--- config.mk ---
export PLATFORM = sky130hd
export DESIGN_NAME = hash_vector_normalizer_core
export DESIGN_NICKNAME = d
export VERILOG_FILES = /design/src/design/hvn_pkg.sv /design/src/design/hash_vector_normalizer_core.sv /design/src/design/hvn_square.sv /design/src/design/hvn_sqrt.sv /design/src/design/hvn_divider.sv
export SDC_FILE = /design/constraint.sdc
export NUM_CORES = 2
export LEC_CHECK = 0
export ABC_AREA = 1
export BUFFER_PORTS_ARGS = -buffer_cell sky130_fd_sc_hd__buf_2
export CORE_MARGIN = 4
export CORE_UTILIZATION = 45
export CTS_CLUSTER_DIAMETER = 30
export DETAILED_ROUTE_END_ITERATION = 10
export GPL_TIMING_DRIVEN = 0
export PLACE_DENSITY = 0.67
export SETUP_SLACK_MARGIN = 0.4
export SLEW_MARGIN = 20
export SYNTH_ARGS = -nofsm -noshare
export SYNTH_HDL_FRONTEND = slang
export SYNTH_SLANG_ARGS = --single-unit
--- constraint.sdc ---
create_clock -name clk_i -period 6.3 [get_ports clk_i]
set_input_delay 0.945 -clock clk_i [delete_from_list [all_inputs] [get_ports clk_i]]
set_output_delay 0.945 -clock clk_i [all_outputs]
set_load 0.05 [all_outputs]
--- src/design/hvn_pkg.sv ---
// Shared widths, state encoding and lane helpers for the hash vector normalizer.
package hvn_pkg;

  localparam int LaneW    = 32;   // one digest lane
  localparam int SqW      = 64;   // square of a centered lane magnitude
  localparam int SumW     = 70;   // sum of up to 64 squares
  localparam int RootW    = 36;   // floor root of a SumW value
  localparam int QuoW     = 31;   // rounded quotient, at most 2^30
  localparam int LenW     = 7;    // vector_length register
  localparam int IdxW     = 6;    // element index
  localparam int NumLanes = 6;
  localparam int SelW     = 3;    // lane select

  localparam logic [LenW-1:0] MaxLength = 7'd64;
  localparam logic [SelW-1:0] LastLane  = 3'd5;

  typedef enum logic [2:0] {
    ST_IDLE,
    ST_SQUARE,
    ST_SUM,
    ST_ROOT,
    ST_DIVIDE,
    ST_EMIT
  } hvn_state_e;

  // Magnitude of 2u - (2^32-1): always odd, low half mirrored below the midpoint
  function automatic logic [LaneW-1:0] lane_mag(input logic [LaneW-1:0] u);
    lane_mag = u[LaneW-1] ? {u[LaneW-2:0], 1'b1} : {~u[LaneW-2:0], 1'b1};
  endfunction

  // Centered lane is negative when the lane sits below the midpoint
  function automatic logic lane_neg(input logic [LaneW-1:0] u);
    lane_neg = ~u[LaneW-1];
  endfunction

endpackage

--- src/design/hash_vector_normalizer_core.sv ---
// Top level of the hash vector normalizer: sequencer, lane stores and result port.
//
// Usage: pulse start with the three digest words while busy is low; the request
// is taken at that edge and busy rises on the next cycle (it stays low when the
// clamped length is zero). cfg_we_i/cfg_wdata_i set the vector length L (values
// above 64 act as 64, zero emits nothing). The user must write them only while
// busy is low; the block does not enforce this. Results leave one per cycle on
// element_index_o/element_value_o/last_element_o, each valid for the single
// cycle result_strobe_o is high; the receiver cannot stall the block, so there
// is no back-pressure. Requests are served one at a time. A request runs through
// the bit-serial units in order: six lane squarings, a sum walk over the L
// elements, a square root, six divisions (one per distinct lane), then an emit
// walk over the L elements, with a launch and handoff step around each unit run.
// The last result is on the port in the first cycle with busy low again.
// Reset: the length register returns to 64, the sequencer to idle and the
// result strobe low.
module hash_vector_normalizer_core
  import hvn_pkg::*;
(
  input  logic               clk_i,
  input  logic               rst_ni,
  input  logic               start,
  output logic               busy,
  input  logic [63:0]        digest_word_a_i,
  input  logic [63:0]        digest_word_b_i,
  input  logic [63:0]        digest_word_c_i,
  input  logic               cfg_we_i,
  input  logic [LenW-1:0]    cfg_wdata_i,
  output logic               result_strobe_o,
  output logic [IdxW-1:0]    element_index_o,
  output logic signed [31:0] element_value_o,
  output logic               last_element_o
);

  hvn_state_e state_q, state_d;

  logic [LenW-1:0]  vector_length_q;
  logic [LenW-1:0]  len_clamped;
  logic [LenW-1:0]  len_q;
  logic [LaneW-1:0] lane_q [NumLanes];
  logic [SqW-1:0]   sq_q [NumLanes];
  logic [31:0]      val_q [NumLanes];
  logic [SumW-1:0]  sum_q;
  logic [RootW-1:0] root_q;
  logic [SelW-1:0]  sel_q;
  logic [IdxW-1:0]  idx_q;
  logic [1:0]       word_q;
  logic             kick_q;

  logic             strobe_q;
  logic [IdxW-1:0]  index_q;
  logic [31:0]      value_q;
  logic             last_q;

  logic             accept;
  logic             walk_last;
  logic [SelW-1:0]  walk_sel;
  logic             sq_start, root_start, div_start;
  logic             sq_done, root_done, div_done;
  logic [SqW-1:0]   sq_res;
  logic [RootW-1:0] root_res;
  logic [QuoW-1:0]  quo_res;
  logic [31:0]      quo_mag;
  logic [31:0]      signed_val;

  assign accept      = start && !busy;
  assign len_clamped = (vector_length_q > MaxLength) ? MaxLength : vector_length_q;
  assign walk_last   = ({1'b0, idx_q} == (len_q - 7'd1));

  // Element k reads word (k/2 mod 3), low lane on even k
  assign walk_sel = {word_q, idx_q[0]};

  // Next state
  always_comb begin
    state_d = state_q;
    unique case (state_q)
      ST_IDLE:   if (accept && (len_clamped != '0)) state_d = ST_SQUARE;
      ST_SQUARE: if (sq_done && (sel_q == LastLane)) state_d = ST_SUM;
      ST_SUM:    if (walk_last) state_d = ST_ROOT;
      ST_ROOT:   if (root_done) state_d = ST_DIVIDE;
      ST_DIVIDE: if (div_done && (sel_q == LastLane)) state_d = ST_EMIT;
      ST_EMIT:   if (walk_last) state_d = ST_IDLE;
      default:   state_d = ST_IDLE;
    endcase
  end

  // Unit launches
  always_comb begin
    sq_start   = 1'b0;
    root_start = 1'b0;
    div_start  = 1'b0;
    unique case (state_q)
      ST_SQUARE: sq_start   = kick_q;
      ST_ROOT:   root_start = kick_q;
      ST_DIVIDE: div_start  = kick_q;
      default: begin
        sq_start   = 1'b0;
        root_start = 1'b0;
        div_start  = 1'b0;
      end
    endcase
  end

  assign busy = (state_q != ST_IDLE);

  hvn_square u_square (
    .clk_i     (clk_i),
    .rst_ni    (rst_ni),
    .start_i   (sq_start),
    .operand_i (lane_mag(lane_q[sel_q])),
    .done_o    (sq_done),
    .square_o  (sq_res)
  );

  hvn_sqrt u_sqrt (
    .clk_i      (clk_i),
    .rst_ni     (rst_ni),
    .start_i    (root_start),
    .radicand_i (sum_q),
    .done_o     (root_done),
    .root_o     (root_res)
  );

  hvn_divider u_divider (
    .clk_i      (clk_i),
    .rst_ni     (rst_ni),
    .start_i    (div_start),
    .mag_i      (lane_mag(lane_q[sel_q])),
    .root_i     (root_q),
    .done_o     (div_done),
    .quotient_o (quo_res)
  );

  // Apply the lane sign; a zero root forces a zero element
  assign quo_mag    = (root_q == '0) ? '0 : {1'b0, quo_res};
  assign signed_val = lane_neg(lane_q[sel_q]) ? (~quo_mag + 32'd1) : quo_mag;

  // Control registers
  always_ff @(posedge clk_i or negedge rst_ni) begin
    if (!rst_ni) begin
      state_q         <= ST_IDLE;
      vector_length_q <= MaxLength;
      len_q           <= '0;
      sel_q           <= '0;
      idx_q           <= '0;
      word_q          <= '0;
      kick_q          <= 1'b0;
      strobe_q        <= 1'b0;
      last_q          <= 1'b0;
    end else begin
      state_q  <= state_d;
      kick_q   <= 1'b0;
      strobe_q <= 1'b0;
      last_q   <= 1'b0;
      if (cfg_we_i) begin
        vector_length_q <= cfg_wdata_i;
      end
      unique case (state_q)
        ST_IDLE: begin
          if (accept) begin
            len_q  <= len_clamped;
            sel_q  <= '0;
            kick_q <= (len_clamped != '0);
          end
        end
        ST_SQUARE: begin
          if (sq_done) begin
            if (sel_q != LastLane) begin
              sel_q  <= sel_q + 3'd1;
              kick_q <= 1'b1;
            end else begin
              idx_q  <= '0;
              word_q <= '0;
            end
          end
        end
        ST_SUM, ST_EMIT: begin
          // Advance the element walk
          idx_q <= idx_q + 6'd1;
          if (idx_q[0]) begin
            word_q <= (word_q == 2'd2) ? 2'd0 : word_q + 2'd1;
          end
          if (state_q == ST_SUM) begin
            kick_q <= walk_last;
          end else begin
            strobe_q <= 1'b1;
            last_q   <= walk_last;
          end
        end
        ST_ROOT: begin
          if (root_done) begin
            sel_q  <= '0;
            kick_q <= 1'b1;
          end
        end
        ST_DIVIDE: begin
          if (div_done) begin
            if (sel_q != LastLane) begin
              sel_q  <= sel_q + 3'd1;
              kick_q <= 1'b1;
            end else begin
              idx_q  <= '0;
              word_q <= '0;
            end
          end
        end
        default: kick_q <= 1'b0;
      endcase
    end
  end

  // Datapath registers
  always_ff @(posedge clk_i) begin
    if (accept) begin
      lane_q[0] <= digest_word_a_i[31:0];
      lane_q[1] <= digest_word_a_i[63:32];
      lane_q[2] <= digest_word_b_i[31:0];
      lane_q[3] <= digest_word_b_i[63:32];
      lane_q[4] <= digest_word_c_i[31:0];
      lane_q[5] <= digest_word_c_i[63:32];
      sum_q     <= '0;
    end
    if ((state_q == ST_SQUARE) && sq_done) begin
      sq_q[sel_q] <= sq_res;
    end
    if (state_q == ST_SUM) begin
      sum_q <= sum_q + {{(SumW-SqW){1'b0}}, sq_q[walk_sel]};
    end
    if ((state_q == ST_ROOT) && root_done) begin
      root_q <= root_res;
    end
    if ((state_q == ST_DIVIDE) && div_done) begin
      val_q[sel_q] <= signed_val;
    end
    if (state_q == ST_EMIT) begin
      index_q <= idx_q;
      value_q <= val_q[walk_sel];
    end
  end

  assign result_strobe_o = strobe_q;
  assign element_index_o = index_q;
  assign element_value_o = value_q;
  assign last_element_o  = last_q;

`ifndef ASSERT_OFF
  // Results only come out of the emit walk
  a_strobe_from_emit: assert property (@(posedge clk_i) disable iff (!rst_ni)
    result_strobe_o |-> $past(state_q == ST_EMIT))
    else $error("result strobe outside emit walk");

  // The last flag marks a delivered result
  a_last_with_strobe: assert property (@(posedge clk_i) disable iff (!rst_ni)
    last_element_o |-> result_strobe_o)
    else $error("last flag without result strobe");

  // Results of one vector come back to back with rising index
  a_index_steps: assert property (@(posedge clk_i) disable iff (!rst_ni)
    (result_strobe_o && !last_element_o) |=>
      (result_strobe_o && (element_index_o == ($past(element_index_o) + 6'd1))))
    else $error("element sequence broken");

  // The sum walk never starts on an empty vector
  a_sum_len: assert property (@(posedge clk_i) disable iff (!rst_ni)
    (state_q == ST_SUM) |-> ((len_q != '0) && (len_q <= MaxLength)))
    else $error("sum walk with bad length");
`endif

endmodule

--- src/design/hvn_square.sv ---
// Bit-serial shift-add squarer for one 32-bit lane magnitude.
module hvn_square
  import hvn_pkg::*;
(
  input  logic             clk_i,
  input  logic             rst_ni,
  input  logic             start_i,
  input  logic [LaneW-1:0] operand_i,
  output logic             done_o,
  output logic [SqW-1:0]   square_o
);

  logic             busy_q, busy_d;
  logic             done_q, done_d;
  logic [4:0]       cnt_q, cnt_d;
  logic [LaneW-1:0] mcand_q, mcand_d;
  logic [LaneW-1:0] acc_hi_q, acc_hi_d;
  logic [LaneW-1:0] acc_lo_q, acc_lo_d;
  logic [LaneW:0]   step_sum;

  // Add the multiplicand when the outgoing multiplier bit is set
  assign step_sum = {1'b0, acc_hi_q} + (acc_lo_q[0] ? {1'b0, mcand_q} : '0);

  always_comb begin
    busy_d   = busy_q;
    done_d   = 1'b0;
    cnt_d    = cnt_q;
    mcand_d  = mcand_q;
    acc_hi_d = acc_hi_q;
    acc_lo_d = acc_lo_q;
    if (busy_q) begin
      // Shift the partial product right one bit per cycle
      acc_hi_d = step_sum[LaneW:1];
      acc_lo_d = {step_sum[0], acc_lo_q[LaneW-1:1]};
      cnt_d    = cnt_q + 5'd1;
      if (cnt_q == 5'd31) begin
        busy_d = 1'b0;
        done_d = 1'b1;
      end
    end else if (start_i) begin
      busy_d   = 1'b1;
      cnt_d    = '0;
      mcand_d  = operand_i;
      acc_hi_d = '0;
      acc_lo_d = operand_i;
    end
  end

  always_ff @(posedge clk_i or negedge rst_ni) begin
    if (!rst_ni) begin
      busy_q <= 1'b0;
      done_q <= 1'b0;
      cnt_q  <= '0;
    end else begin
      busy_q <= busy_d;
      done_q <= done_d;
      cnt_q  <= cnt_d;
    end
  end

  always_ff @(posedge clk_i) begin
    mcand_q  <= mcand_d;
    acc_hi_q <= acc_hi_d;
    acc_lo_q <= acc_lo_d;
  end

  assign done_o   = done_q;
  assign square_o = {acc_hi_q, acc_lo_q};

endmodule

--- src/design/hvn_sqrt.sv ---
// Digit-by-digit floor square root, two radicand bits per cycle.
module hvn_sqrt
  import hvn_pkg::*;
(
  input  logic             clk_i,
  input  logic             rst_ni,
  input  logic             start_i,
  input  logic [SumW-1:0]  radicand_i,
  output logic             done_o,
  output logic [RootW-1:0] root_o
);

  localparam int RadW = 2 * RootW;
  localparam int RemW = RootW + 2;

  logic             busy_q, busy_d;
  logic             done_q, done_d;
  logic [5:0]       cnt_q, cnt_d;
  logic [RadW-1:0]  rad_q, rad_d;
  logic [RemW-1:0]  rem_q, rem_d;
  logic [RootW-1:0] root_q, root_d;
  logic [RemW+1:0]  rem_sh;
  logic [RemW+1:0]  trial;
  logic             fits;

  // Bring down the next digit pair and try the next root bit
  assign rem_sh = {rem_q, rad_q[RadW-1 -: 2]};
  assign trial  = {2'b00, root_q, 2'b01};
  assign fits   = (rem_sh >= trial);

  always_comb begin
    busy_d = busy_q;
    done_d = 1'b0;
    cnt_d  = cnt_q;
    rad_d  = rad_q;
    rem_d  = rem_q;
    root_d = root_q;
    if (busy_q) begin
      rad_d  = {rad_q[RadW-3:0], 2'b00};
      rem_d  = fits ? RemW'(rem_sh - trial) : RemW'(rem_sh);
      root_d = {root_q[RootW-2:0], fits};
      cnt_d  = cnt_q + 6'd1;
      if (cnt_q == 6'(RootW - 1)) begin
        busy_d = 1'b0;
        done_d = 1'b1;
      end
    end else if (start_i) begin
      busy_d = 1'b1;
      cnt_d  = '0;
      rad_d  = {{(RadW-SumW){1'b0}}, radicand_i};
      rem_d  = '0;
      root_d = '0;
    end
  end

  always_ff @(posedge clk_i or negedge rst_ni) begin
    if (!rst_ni) begin
      busy_q <= 1'b0;
      done_q <= 1'b0;
      cnt_q  <= '0;
    end else begin
      busy_q <= busy_d;
      done_q <= done_d;
      cnt_q  <= cnt_d;
    end
  end

  always_ff @(posedge clk_i) begin
    rad_q  <= rad_d;
    rem_q  <= rem_d;
    root_q <= root_d;
  end

  assign done_o = done_q;
  assign root_o = root_q;

endmodule

--- src/design/hvn_divider.sv ---
// Bit-serial restoring divider giving round(mag * 2^30 / root), half up.
module hvn_divider
  import hvn_pkg::*;
(
  input  logic             clk_i,
  input  logic             rst_ni,
  input  logic             start_i,
  input  logic [LaneW-1:0] mag_i,
  input  logic [RootW-1:0] root_i,
  output logic             done_o,
  output logic [QuoW-1:0]  quotient_o
);

  localparam int NumW = LaneW + QuoW + 1;
  localparam int DivW = RootW + 1;

  logic             busy_q, busy_d;
  logic             done_q, done_d;
  logic [4:0]       cnt_q, cnt_d;
  logic [DivW-1:0]  divisor_q, divisor_d;
  logic [DivW-1:0]  rem_q, rem_d;
  logic [QuoW-1:0]  nq_q, nq_d;
  logic [NumW-1:0]  numer;
  logic [DivW:0]    rem_sh;
  logic             fits;

  // Numerator is 2*mag*2^30 + root, divisor 2*root; quotient stays below 2^31
  assign numer  = {1'b0, mag_i, {QuoW{1'b0}}} + {{(NumW-RootW){1'b0}}, root_i};
  assign rem_sh = {rem_q, nq_q[QuoW-1]};
  assign fits   = (rem_sh >= {1'b0, divisor_q});

  always_comb begin
    busy_d    = busy_q;
    done_d    = 1'b0;
    cnt_d     = cnt_q;
    divisor_d = divisor_q;
    rem_d     = rem_q;
    nq_d      = nq_q;
    if (busy_q) begin
      // Shift numerator bits out and quotient bits in through one register
      rem_d = fits ? DivW'(rem_sh - {1'b0, divisor_q}) : DivW'(rem_sh);
      nq_d  = {nq_q[QuoW-2:0], fits};
      cnt_d = cnt_q + 5'd1;
      if (cnt_q == 5'(QuoW - 1)) begin
        busy_d = 1'b0;
        done_d = 1'b1;
      end
    end else if (start_i) begin
      busy_d    = 1'b1;
      cnt_d     = '0;
      divisor_d = {root_i, 1'b0};
      rem_d     = {{(DivW-(NumW-QuoW)){1'b0}}, numer[NumW-1:QuoW]};
      nq_d      = numer[QuoW-1:0];
    end
  end

  always_ff @(posedge clk_i or negedge rst_ni) begin
    if (!rst_ni) begin
      busy_q <= 1'b0;
      done_q <= 1'b0;
      cnt_q  <= '0;
    end else begin
      busy_q <= busy_d;
      done_q <= done_d;
      cnt_q  <= cnt_d;
    end
  end

  always_ff @(posedge clk_i) begin
    divisor_q <= divisor_d;
    rem_q     <= rem_d;
    nq_q      <= nq_d;
  end

  assign done_o     = done_q;
  assign quotient_o = nq_q;

endmodule
# --- Yosys cells after proc, flatten, opt, wreduce, memory -nomap -nowiden ---
# Memories as Yosys holds them, arrays and structs flattened. A register that Yosys moved wholly into a read port is not among the register bits.
# Index checks and enable logic that the tools add are counted.
word_totals:
  regBits: 511
  memories: 3
  mem_bits_ro: 0
  latchBits: 0
  inputBits: 203
  word_cells: 189
  ram_bits: 768
op_classes:
  n_lt_le_gt_ge: 3
  div_mod_pow: 0
  addsub: 13
  n_bitwise: 4
  n_eq_ne: 22
  shifts: 0
  n_mux: 87
  n_mul: 0
  reduce_logical: 26
mem_list:
  columns: ["memory", "depth", "width", "rd", "rd_ports_with_merged_regs", "write_ports", "line_no", "text"]
  rows:
  - ["sq_q", 6, 64, 1, 0, 1, "hash_vector_normalizer_core.sv:41", "logic [SqW-1:0] sq_q [NumLanes];"]
  - ["lane_q", 6, 32, 1, 0, 6, "hash_vector_normalizer_core.sv:40", "logic [LaneW-1:0] lane_q [NumLanes];"]
  - ["val_q", 6, 32, 1, 1, 1, "hash_vector_normalizer_core.sv:42", "logic [31:0] val_q [NumLanes];"]
op_table:
  columns: ["operator", "count"]
  rows:
  - ["32-bit two-way mux", 7]
  - ["72-bit two-way mux", 2]
  - ["70-bit two-way mux", 2]
  - ["38-bit two-way mux", 3]
  - ["37-bit two-way mux", 3]
  - ["31-bit two-way mux", 3]
  - ["36-bit two-way mux", 2]
  - ["70-bit by 64-bit adder with 70-bit output", 1]
  - ["63-bit by 36-bit adder with 64-bit output", 1]
  - ["40-bit by 38-bit greater-or-equal comparator with 1-bit output", 1]
  - ["38-bit by 37-bit greater-or-equal comparator with 1-bit output", 1]
  - ["38-bit subtractor", 1]
  - ["37-bit subtractor", 1]
  - ["36-bit zero test", 1]
  - ["1-bit two-way mux", 34]
  - ["32-bit by 33-bit adder with 33-bit output", 1]
  - ["3-bit two-way mux", 11]
  - ["32-bit by 1-bit adder with 32-bit output, second input constant", 1]
  - ["31-bit NOT with 32-bit output", 1]
  - ["31-bit NOT", 1]
  - ["6-bit two-way mux", 5]
  - ["5-bit two-way mux", 4]
  - ["3-bit case mux with 6 select lines", 1]
  - ["6-bit case mux with 3 select lines", 1]
  - ["35 further kinds", 66]

# --- Longest topological paths before layout ---
depth:
  ltp_word: 6
  mapped_depth: 29
  mapped_depth_nobuf: 25

# --- Modules after synthesis ---
# From an unflattened synthesis, not the netlist that was laid out.
unflattened:
  cells_unflattened: 6895
  hier_area_um2: 65890.7
by_module_without_submodules:
  columns: ["mod", "area_per_inst_um2", "n_inst", "cells_each"]
  rows:
  - ["hash_vector_normalizer_core", 41258.3, 1, 3621]
  - ["hvn_sqrt", 9469.1, 1, 1170]
  - ["hvn_divider", 8695.8, 1, 1261]
  - ["hvn_square", 6467.5, 1, 843]

# --- Worst setup path before layout ---
# OpenSTA, ideal clock, no wires.
synth_timing:
  kind: "input to register"
  from: "input start"
  to: "register state_q[0]"
  arrival_time_ns: 6.191
  path_slack_ns: 0.026
  cell_stages: 8
  t_required_ns: 6.217
  setup_time_ns: 0.083
  cell_sequence: "nand2_1 -> inv_1 -> o21ai_0 -> nand2_1 -> o211ai_1 -> a21oi_1 -> o211ai_1 -> o21ai_0"
synth_between:
  elab_chain_len: 4
synth_rtl:
  columns: ["item", "line_no", "text"]
  rows:
  - ["start, declared", "hash_vector_normalizer_core.sv:22", "input logic start,"]
  - ["1-bit logical AND", "hash_vector_normalizer_core.sv:66", "assign accept = start && !busy;"]
  - ["via accept", "hash_vector_normalizer_core.sv:55", "logic accept;"]
  - ["1-bit logical AND", "hash_vector_normalizer_core.sv:77", "ST_IDLE: if (accept && (len_clamped != '0)) state_d = ST_SQUARE;"]
  - ["2-bit != test (no source line)", null, null]
  - ["6-bit AND reduction (no source line)", null, null]
  - ["end signal, assigned", "hash_vector_normalizer_core.sv:151", "state_q <= state_d;"]
  - ["end, declared", "hash_vector_normalizer_core.sv:35", "hvn_state_e state_q, state_d;"]
# The timed path passes the listed nets, and every way through them passes these cells.
# A chain may end at the register's enable or synchronous reset.

# --- Worst setup path in the final report ---
layout_timing:
  from: "register idx_q[0]"
  to: "register sum_q[49] (data pin)"
layout_between:
  elab_chain_len: 3
layout_rtl:
  columns: ["item", "line_no", "text"]
  rows:
  - ["start, declared", "hash_vector_normalizer_core.sv:46", "logic [IdxW-1:0] idx_q;"]
  - ["start signal, assigned", "hash_vector_normalizer_core.sv:179", "idx_q <= idx_q + 6'd1;"]
  - ["memory 6 x 64 bit", null, null]
  - ["70-bit by 64-bit adder with 70-bit output", "hash_vector_normalizer_core.sv:227", "sum_q <= sum_q + {{(SumW-SqW){1'b0}}, sq_q[walk_sel]};"]
  - ["70-bit two-way mux", "hash_vector_normalizer_core.sv:226", "if (state_q == ST_SUM) begin"]
  - ["end signal, assigned", "hash_vector_normalizer_core.sv:227", null]
  - ["end, declared", "hash_vector_normalizer_core.sv:43", "logic [SumW-1:0] sum_q;"]
# No other way between the ends.

==> reports/results.ini <==
[outcome]
status=finished clean

[min_path]
min_from=digest_word_a_i[55]
hold_class=input port to register
whs_endpoint=lane_q[1][23]
min_path_cells=1

[synth]
synth-seq-cells=1310
syn_area_um2=64530
synth_cell_types=59
synth_top_area_cell=edfxtp_1
ys_top_cells_by_count=nand2_1 (1,344), edfxtp_1 (1,255), nor2_1 (1,007), o21ai_0 (695), inv_1 (658)
synth_area_per_cell_um2=9.781
synth_edf_count=1255
syn-num-nets=6989
yosysMostFrequentCell=nand2_1
ys_warn_count=0
synth-main-ff-cell=edfxtp_1
yosysSeqAreaShare_pct=60.52
synth_top_area_share_pct=58.40
synth.area.top_cells=edfxtp_1 (58%), nand2_1 (7.8%), nor2_1 (5.9%)
synthArstFlopShare_pct=4.046
syn_inst=6598

[finish]
stdcell_area_um2=78790
drive_above_1_share_pct=11.93
stdcell_count=9285
nNetsFinal=7570
area_growth_syn_to_layout_pct=22.09
fin_util_pct=55.51

[cts]
numCtsBuffers=292
post_cts_buffers=0
clk_pin_slew_ns=0.05
cts_tree=built
cts_sinks=1310
cts_buffer_depth=4
htree_levels=5
clk_latency_ns=0.89
cts_root_buffer=clkbuf_16

[placed_design]
place_area_um2=69260
gp_congestion=0.9677
dp_hpwl_um=151700
dp_cells=8774
dp_slack_ns=-0.1101
port_buffers=243

[critical_path]
cp_slowest_stage_delay_ns=0.82
r2r_setup_slack_ns=0.44
cp-end-kind=register
cp_slowest_cell=clkbuf_1
worst_ep_required_time_ns=6.87
r2r_start=idx_q[0]
rr_endpoint=sum_q[49]
crit_chain=clkbuf_1, buf_1, clkbuf_1, nor2_1, o221ai_1, ha_1, nand2_1, o21ai_0, a21oi_1, o21ai_0, a21oi_1, nand2_1, a21boi_0, nand2_1, nand2_1, nor2_1
rr_worst_depth=16
path_buf_inv=3
cp_max_fo=10
cp_top_family=buffers and inverters
crit_path_start_kind=register
critPathArrivalTime_ns=6.43
crit_top_cell=nand2_1
criticalPathCategory=register to register

[global_route]
groute.usage.overall_pct=26.55
grt_antenna_before_repair=4
grt_pass1_wl_um=304200
grt_max_degree=41
grt_pass1_vias=50282
gr-total-overflow=0

[detailed_routing]
drt-pass1-iter-count=8
routed_via_density=5.557
drc=0
route.vias.total=51599
ant_nets=0
wire_per_inst_um=22.08
drt-total-wl_um=205000
drtIter0Drc=5330

[power_and_ir_drop]
p_sw_mw=21.14
power_frac_comb_pct=41.5
p_leak_nw=31.58
power_frac_seq_pct=29.1
clock_power_share_pct=29.5
p_int_mw=28.78
swShare_pct=42.36
power.total_mw=49.92
power_density_nw_per_um2=633.6
ir_drop_v=0.0003887

[timing]
skew_ns=0.06768
maxSlewHeadroom_pct=15.59
fin_crit_sh_pct=92.97
setup_viol=0
tns_ns=0
hold_viol_final=0
fmax_mhz=170.7
setup_slack_ns=0.4427
hold-worst-slack_ns=0.2223
min_period_ns=5.857
finalMaxSlewViolations=0
grt_setup_unrepaired=yes
worst_pin_slew_ns=1.266

[floorplan]
io_pins=244
die_area_um2=149500
core_area_um2=141900
rows=138
start_util_pct=45.47
die_h_um=386.7
die_x_um=386.7

[run]
drv_cap=0

-- power by group through the flow --
| stage | sequential (mW) | clock, mW | combinational (mW) |
|---|---|---|---|
| finish | 14.5 | 14.7 | 20.7 |
| global route | 14.7 | 15.3 | 22.8 |
| CTS | 14.5 | 14.8 | 20.4 |
| detailed placement | 14.6 | 0 | 20.3 |
| global placement | 14.8 | 0 | 19.8 |
| floorplan | 14.1 | 0 | 13.4 |
-- worst max-delay path by stage --
stage              from          to  slack, ns  depth (start not counted)
4_1_cts        idx_q[0]   sum_q[64]       0.44                         17
3_3_place_gp   sel_q[1]  sq_q[5][7]      -1.47                          5
5_1_grt        idx_q[0]   sum_q[64]       0.33                         17
3_5_place_dp   idx_q[0]   sum_q[64]      -0.11                         17
6_report       idx_q[0]   sum_q[49]       0.44                         16
2_1_floorplan     start  state_q[0]       1.66                          8
-- final cells by class --
cell class,count,area (um2)
Inverter,667,2510
Tap cell,1890,2365
Antenna cell,1,2.502
Buffer,225,1062
Timing Repair Buffer,287,2207
Fill cell,12140,63140
Clock inverter,176,1878
Clock buffer,333,7630
Sequential cell,1310,39050
Multi-Input combinational cell,4396,22080
-- cells by family (layout without fill, tap and decap cells) --
family | Yosys count | after routing | synth area share [%]
simple gates | 2760 | 2760 | 17.20
compound gates | 1352 | 1352 | 11.77
flops | 1310 | 1310 | 60.52
buf+inv | 892 | 1688 | 5.506
fa+ha+maj | 188 | 188 | 3.692
xor+xnor | 94 | 94 | 1.276
mux | 2 | 2 | 0.03490
other cells | 0 | 1 | 0
-- layer usage --
metal / GRT usage [%] / share of wire (%)
met1: 34.63 / 40
met2: 43.54 / 47
met3: 4.352 / 7.7
met4: 12.40 / 4.9
met5: 0 / 0.0063
-- flip-flops by register name, indices dropped and copies added, names as in the netlist, 32 cells and up --
name / count
sum_q: 70
u_divider.rem_q: 37
element_value_o: 32
u_square.acc_lo_q: 32
sq_q: 384
lane_q: 192
val_q: 192
u_divider.divisor_q: 36
u_square.acc_hi_q: 32
u_sqrt.root_o: 36
u_sqrt.rad_q: 72
u_sqrt.rem_q: 38
root_q: 36
-- placed cells by master, fill, tap and decap left out, types with 15 or more instances in the layout --
cell	netlist	routed
dfrtp_1	52	52
o221ai_1	97	97
a21o_1	38	38
o22ai_1	16	16
ha_1	184	184
clkinv_4	0	17
o21bai_1	18	18
edfxtp_1	1255	1255
buf_16	0	18
nor2_1	1007	991
inv_6	0	24
nand3_1	225	225
nand2_1	1344	1340
a31oi_1	19	19
a21oi_1	348	348
o211ai_1	19	19
bufinv_16	0	30
buf_2	30	272
nor2_2	17	17
clkinvlp_4	0	35
nor3_1	46	45
nand4_1	54	54
clkinv_1	1	34
xor2_1	48	48
buf_12	0	23
inv_1	658	657
xnor2_1	46	46
buf_6	18	18
clkbuf_1	155	179
nor2_4	4	20
clkbuf_16	0	299
o21a_1	15	15
o21ai_0	695	692
o21ai_1	27	30
clkinv_2	0	34
-- repair_timing --
| action | CTS | global route |
|---|---|---|
| setup endpoints to repair | 20 | 8 |
| endpoints found under the hold margin | 14 | 0 |
| hold buffers | 1 | 0 |
| gates resized for setup | 4 | 5 |
No activity file was read; power rests on OpenSTA's default activity.
